File: config.mk
export PLATFORM = sky130hd
export DESIGN_NAME = eul_cordic
export DESIGN_NICKNAME = d
export VERILOG_FILES = /design/src/rtl/core/eul_pkg.sv /design/src/rtl/core/eul_cordic.sv
export SDC_FILE = /design/constraint.sdc
export NUM_CORES = 2
export LEC_CHECK = 0
export BUFFER_PORTS_ARGS = -buffer_cell sky130_fd_sc_hd__buf_4
export CAP_MARGIN = 20
export CORE_UTILIZATION = 50
export CTS_CLUSTER_SIZE = 40
export DETAILED_ROUTE_END_ITERATION = 7
export GPL_ROUTABILITY_DRIVEN = 1
export GPL_TIMING_DRIVEN = 0
export PLACE_DENSITY = 0.67
export SLEW_MARGIN = 20
export SYNTH_ARGS = -nofsm -noshare
export SYNTH_HDL_FRONTEND = slang
export SYNTH_SLANG_ARGS = --single-unit
File: constraint.sdc
create_clock -name clock -period 14.6 [get_ports clock]
set_input_delay 1.46 -clock clock [delete_from_list [all_inputs] [get_ports clock]]
set_output_delay 1.46 -clock clock [all_outputs]
set_load 0.02 [all_outputs]
File: src/rtl/core/eul_pkg.sv
// Shared types, constants and tables of the Euler-angle frame builder.
// No dependencies.
`timescale 1ns / 1ps
package eul_pkg;
   localparam int CordicSteps = 16;
   localparam int AngleWidth  = 16;
   localparam int AngFrac     = AngleWidth - 3;
   localparam int TableLen    = 24;
   localparam int NumSteps    = (CordicSteps < TableLen) ? CordicSteps : TableLen;
   localparam int XyWidth     = 33;
   localparam longint GainQ30   = 64'sd652032874;
   localparam longint PiQ30     = 64'sd3373259426;
   localparam longint HalfPiQ30 = 64'sd1686629713;
   localparam logic signed [15:0] OneQ14 = 16'sd16384;

   typedef logic signed [AngleWidth-1:0] ang_type;
   typedef logic signed [XyWidth-1:0]    xy_type;
   typedef logic signed [15:0]           q14_type;

   typedef struct packed {
      logic signed [15:0] angle_alpha;
      logic signed [15:0] angle_beta;
      logic signed [15:0] angle_gamma;
      logic signed [31:0] offset_x;
      logic signed [31:0] offset_y;
      logic signed [31:0] offset_z;
   } req_type;

   typedef struct packed {
      q14_type r00; q14_type r01; q14_type r02;
      q14_type r10; q14_type r11; q14_type r12;
      q14_type r20; q14_type r21; q14_type r22;
      logic signed [31:0] pos_x;
      logic signed [31:0] pos_y;
      logic signed [31:0] pos_z;
   } rsp_type;

   typedef struct packed {
      logic signed [31:0] x;
      logic signed [31:0] y;
      logic signed [31:0] z;
   } pos_type;

   // Round a positive Q30 constant half up to the internal angle format.
   function automatic ang_type q30_to_ang(input longint c);
      longint sh;
      sh = 30 - AngFrac;
      return ang_type'((c + (64'sd1 <<< (sh - 1))) >>> sh);
   endfunction

   // Arctangent table, atan(2^-i) in Q30, truncated.
   function automatic ang_type atan_ang(input int i);
      longint t;
      case (i)
         0: t = 64'h3243F6A8;  1: t = 64'h1DAC6705;  2: t = 64'h0FADBAFC;
         3: t = 64'h07F56EA6;  4: t = 64'h03FEAB76;  5: t = 64'h01FFD55B;
         6: t = 64'h00FFFAAA;  7: t = 64'h007FFF55;  8: t = 64'h003FFFEA;
         9: t = 64'h001FFFFD; 10: t = 64'h000FFFFF; 11: t = 64'h0007FFFF;
         12: t = 64'h0003FFFF; 13: t = 64'h0001FFFF; 14: t = 64'h0000FFFF;
         15: t = 64'h00007FFF; 16: t = 64'h00003FFF; 17: t = 64'h00001FFF;
         18: t = 64'h00000FFF; 19: t = 64'h000007FF; 20: t = 64'h000003FF;
         21: t = 64'h000001FF; 22: t = 64'h000000FF; default: t = 64'h0000007F;
      endcase
      return q30_to_ang(t);
   endfunction

   // Clamp a wide value to the Q1.14 unit range.
   function automatic q14_type sat14(input logic signed [47:0] v);
      if (v > 48'sd16384) return OneQ14;
      if (v < -48'sd16384) return -OneQ14;
      return q14_type'(v);
   endfunction
endpackage

File: src/rtl/core/eul_cordic.sv
// Pipelined rotation-mode CORDIC producing saturated Q1.14 sine and cosine.
// Depends on eul_pkg. One pipeline stage per iteration plus fold and round stages.
`timescale 1ns / 1ps
module eul_cordic (
   input  logic                 clock,
   input  logic                 enable,
   input  logic signed [15:0]   angle,
   output eul_pkg::q14_type     sin_out,
   output eul_pkg::q14_type     cos_out
);
   import eul_pkg::*;

   localparam ang_type Pi_a = q30_to_ang(PiQ30);
   localparam ang_type HalfPi_a = q30_to_ang(HalfPiQ30);

   ang_type z_ff [NumSteps+1];
   xy_type  x_ff [NumSteps+1];
   xy_type  y_ff [NumSteps+1];
   logic    neg_ff [NumSteps+1];
   ang_type z_in;
   logic    neg_in;
   q14_type sin_ff, cos_ff;
   logic signed [XyWidth:0] xr_in, yr_in;

   // Scale the input angle and fold it into plus or minus pi/2.
   always_comb begin
      ang_type za;
      if (AngFrac >= 13) za = ang_type'(angle) <<< (AngFrac - 13);
      else za = ang_type'(angle >>> (13 - AngFrac));
      z_in = za;
      neg_in = 1'b0;
      if (za > HalfPi_a) begin
         z_in = ang_type'(za - Pi_a); neg_in = 1'b1;
      end else if (za < -HalfPi_a) begin
         z_in = ang_type'(za + Pi_a); neg_in = 1'b1;
      end
   end

   always_ff @(posedge clock) begin
      if (enable) begin
         z_ff[0] <= z_in;
         x_ff[0] <= xy_type'(GainQ30);
         y_ff[0] <= '0;
         neg_ff[0] <= neg_in;
      end
   end

   // One micro-rotation per stage.
   for (genvar i = 0; i < NumSteps; i++) begin : g_step
      always_ff @(posedge clock) begin
         if (enable) begin
            neg_ff[i+1] <= neg_ff[i];
            if (z_ff[i] >= 0) begin
               x_ff[i+1] <= x_ff[i] - (y_ff[i] >>> i);
               y_ff[i+1] <= y_ff[i] + (x_ff[i] >>> i);
               z_ff[i+1] <= z_ff[i] - atan_ang(i);
            end else begin
               x_ff[i+1] <= x_ff[i] + (y_ff[i] >>> i);
               y_ff[i+1] <= y_ff[i] - (x_ff[i] >>> i);
               z_ff[i+1] <= z_ff[i] + atan_ang(i);
            end
         end
      end
   end

   // Undo the fold, round to Q14 and saturate.
   always_comb begin
      logic signed [XyWidth:0] xe, ye;
      xe = (XyWidth+1)'(x_ff[NumSteps]);
      ye = (XyWidth+1)'(y_ff[NumSteps]);
      if (neg_ff[NumSteps]) begin
         xe = -xe; ye = -ye;
      end
      xr_in = (xe + (XyWidth+1)'(32768)) >>> 16;
      yr_in = (ye + (XyWidth+1)'(32768)) >>> 16;
   end

   always_ff @(posedge clock) begin
      if (enable) begin
         cos_ff <= sat14(48'(xr_in));
         sin_ff <= sat14(48'(yr_in));
      end
   end

   assign sin_out = sin_ff;
   assign cos_out = cos_ff;
endmodule

==> results.yml <==
status:
  status: "finished clean"
worst_setup_path:
  worstSetupEndpointType: "register"
  crit_path_end: "x_ff[4][29]"
  rr_startpoint: "neg_ff[0][16]"
  crit_path_max_fanout: 69
  worstSetupStartpoint: "enable"
  crit_required_ns: 15.13
  crit_cells: 20
  cp-start-kind: "input pin"
  worstPathCellList: "buf_6 -> clkbuf_2 -> clkbuf_1 -> nand2_1 -> inv_1 -> clkbuf_1 -> clkbuf_2 -> nor2_1 -> xor2_1 -> ha_1 -> nor2b_1 -> a31oi_1 -> a31oi_1 -> a41oi_1 -> o21ai_0 -> o21ai_0 -> o31ai_1 -> a211o_1 -> a21oi_1 -> o311ai_0"
  max_stage_delay_ns: 0.92
  crit_buf_inv: 6
  worstPathArrival_ns: 9.54
  rrSetupSlack_ns: 6.93
  critPathKind: "in -> reg"
  slowest_stage: "clkbuf_1"
  reg2reg_depth: 19
  crit_family: "buffers and inverters"
  reg2reg_to: "cos_out[13]"
floorplan:
  rows: 166
  die_area_um2: 209000
  io_pins: 50
  die_x_um: 457
  initial_core_util_pct: 50.4
  fp.dieH_um: 457
  core_area_um2: 205000
global_routing:
  grt_pass1_wl_um: 438000
  grt_max_degree: 70
  antenna_found_initial: 4
  met1_usage_pct: 33.0
  grt_use_met2_pct: 46.3
  busiest_layer: "met2"
  grt_pass1_vias: 79600
  grt_use_total_pct: 26.3
  grt_util_met3_pct: 3.04
  grt_overflow_total: 0
sta:
  fin_crit_sh_pct: 61.7
  hold_viol_final: 0
  finalSetupViolCount: 0
  finalSetupTns_ns: 0
  skew_ns: 0.0253
  fmax_mhz: 111
  fin_crit_ns: 9.01
  relSlewSlack_pct: 22.4
  slew_viol_final: 0
  rsz0062_at_grt: "false"
  tightestPinTransition_ns: 1.16
drt:
  avgRoutedWirePerCell_um: 20.3
  drt-total-wl_um: 281000
  vias: 82400
  drt.antenna.violating_nets: 0
  drtPass1Iterations: 6
  vias_per_cell: 5.97
  drtIter0Drc: 6021
  drcViolationCount: 0
clock_tree:
  cts_resized: 0
  cts_setup_buffers: 0
  cts_tree: "built"
  worstSkewPairLatency_ns: 0.81
  cts-root-buf: "clkbuf_16"
  htree_levels: 4
  clkSlewWorstSetupHoldPaths_ns: 0.06
  cts_buffers: 140
  clock_path_buffers: 3
  hold_buffers: 0
  cts_sinks: 1241
layout:
  finalNonFillerCells: 13800
  seq_area_um2: 37300
  multi_input_area_um2: 63300
  fillerInstances: 17900
  finalNetCount: 12200
  design_area_um2: 112000
  area_growth_pct: 8.81
  layout-drive-gt1-share_pct: 4.10
synth:
  synth_edf_count: 1241
  netlist_area_um2: 103000
  avgSynthCellArea_um2: 9.57
  syn_inst: 10800
  synth-seq-cells: 1241
  synth.yosys.seq_area_share_pct: 36.0
  ys_async_sr_fraction_pct: 0
  ys.flop_type: "edfxtp_1"
  ys_warn_count: 0
  synthesis.nets: 12000
  ys_types: 96
placement:
  gp_congestion: 0.951
  dpl.hpwl_um: 225000
  portBuffers: 42
  dp_cells: 13500
  place_area_um2: 108000
worst_hold_path:
  hp-class: "reg -> reg"
job:
  cap_violations: 0
==> sequential cells by signal, summed over array words and instances (netlist names) <==
name     flops
cos_out     16
neg_ff      17
sin_out     16
x_ff       470
y_ff       496
z_ff       226
==> per-stage QoR <==
stage | util (%) | hold slack (ns) | worst slack, ns
after floorplan | - | 0.400 | 8.69
after global routing | 54.9 | 0.421 | 5.26
after detailed placement | 52.5 | 0.405 | 4.94
after global placement | 52.2 | 0.401 | 3.94
after CTS | 54.9 | 0.412 | 5.77
final | 54.9 | 0.411 | 5.59
==> worst min path at each step <==
stage | startpoint | end | slack [ns] | depth (start not counted)
6_report | z_ff[5][5] | z_ff[6][5] | 0.41 | 0
3_3_place_gp | neg_ff[0][6] | neg_ff[0][7] | 0.40 | 0
3_5_place_dp | neg_ff[0][13] | neg_ff[0][14] | 0.40 | 0
4_1_cts | z_ff[5][7] | z_ff[6][7] | 0.41 | 0
5_1_grt | z_ff[5][5] | z_ff[6][5] | 0.42 | 0
2_1_floorplan | neg_ff[0][9] | neg_ff[0][10] | 0.40 | 0
==> synthesized netlist by cell type (69+ instances only) <==
| library cell | number | area share [%] |
|---|---|---|
| a211oi_1 | 101 | 0.73 |
| a21o_1 | 389 | 2.8 |
| a21oi_1 | 985 | 4.8 |
| a31oi_1 | 93 | 0.56 |
| and2_1 | 72 | 0.44 |
| and3_1 | 72 | 0.44 |
| clkbuf_1 | 174 | 0.63 |
| edfxtp_1 | 1241 | 36 |
| ha_1 | 1091 | 13 |
| inv_1 | 538 | 2.0 |
| nand2_1 | 621 | 2.3 |
| nand2b_1 | 164 | 0.99 |
| nand3_1 | 163 | 0.79 |
| nor2_1 | 926 | 3.4 |
| nor2b_1 | 158 | 0.96 |
| nor3_1 | 278 | 1.3 |
| nor4_1 | 89 | 0.54 |
| o21a_1 | 177 | 1.3 |
| o21ai_0 | 577 | 2.8 |
| o21bai_1 | 117 | 0.85 |
| o31ai_1 | 144 | 1.0 |
| o41ai_1 | 69 | 0.58 |
| or3_1 | 85 | 0.51 |
| xnor2_1 | 1136 | 9.6 |
| xor2_1 | 492 | 4.2 |
==> routing by layer <==
layer,vias up,routed length (µm)
li1,40200,-
met1,39500,120000
met2,2248,137000
met3,457,13900
met4,0,10800
met5,-,0
==> layout by cell type (no fill, tap or decap), drive strengths merged, types with 62 or more instances in the layout <==
cell type	count
a211oi	103
a21o	389
a21oi	985
a31oi	93
and2	72
and3	72
buf	84
clkbuf	328
clkinv	62
edfxtp	1241
ha	1091
inv	557
nand2	621
nand2b	164
nand3	163
nor2	936
nor2b	158
nor3	279
nor4	89
o21a	177
o21ai	581
o21bai	117
o31ai	145
o41ai	69
or3	85
xnor2	1136
xor2	492
==> layout make-up <==
class                   instances  area share (%)
clock inverters               106            1.21
well taps                    2688            2.99
plain buffers                 200           0.749
multi-input cells            8815            56.3
inverters                     544            1.82
repair buffers                 58           0.647
clock buffers                 154            3.16
flip-flops and latches       1241            33.1
diodes                          3         0.00667
==> cells by family after synthesis <==
family                   after synthesis  synth area share [%]
buffers and inverters                744                  2.72
XOR/XNOR                            1629                  13.8
AO/OA/AOI/OAI                       3043                  18.8
flip-flops                          1241                  36.0
adder cells (fa/ha/maj)             1136                  14.1
multiplexers                          86                 0.863
AND/OR/NAND/NOR                     2921                  13.7
Power is not shown: default switching activity piles up to over one toggle a cycle in this logic, so the estimate is an artifact.
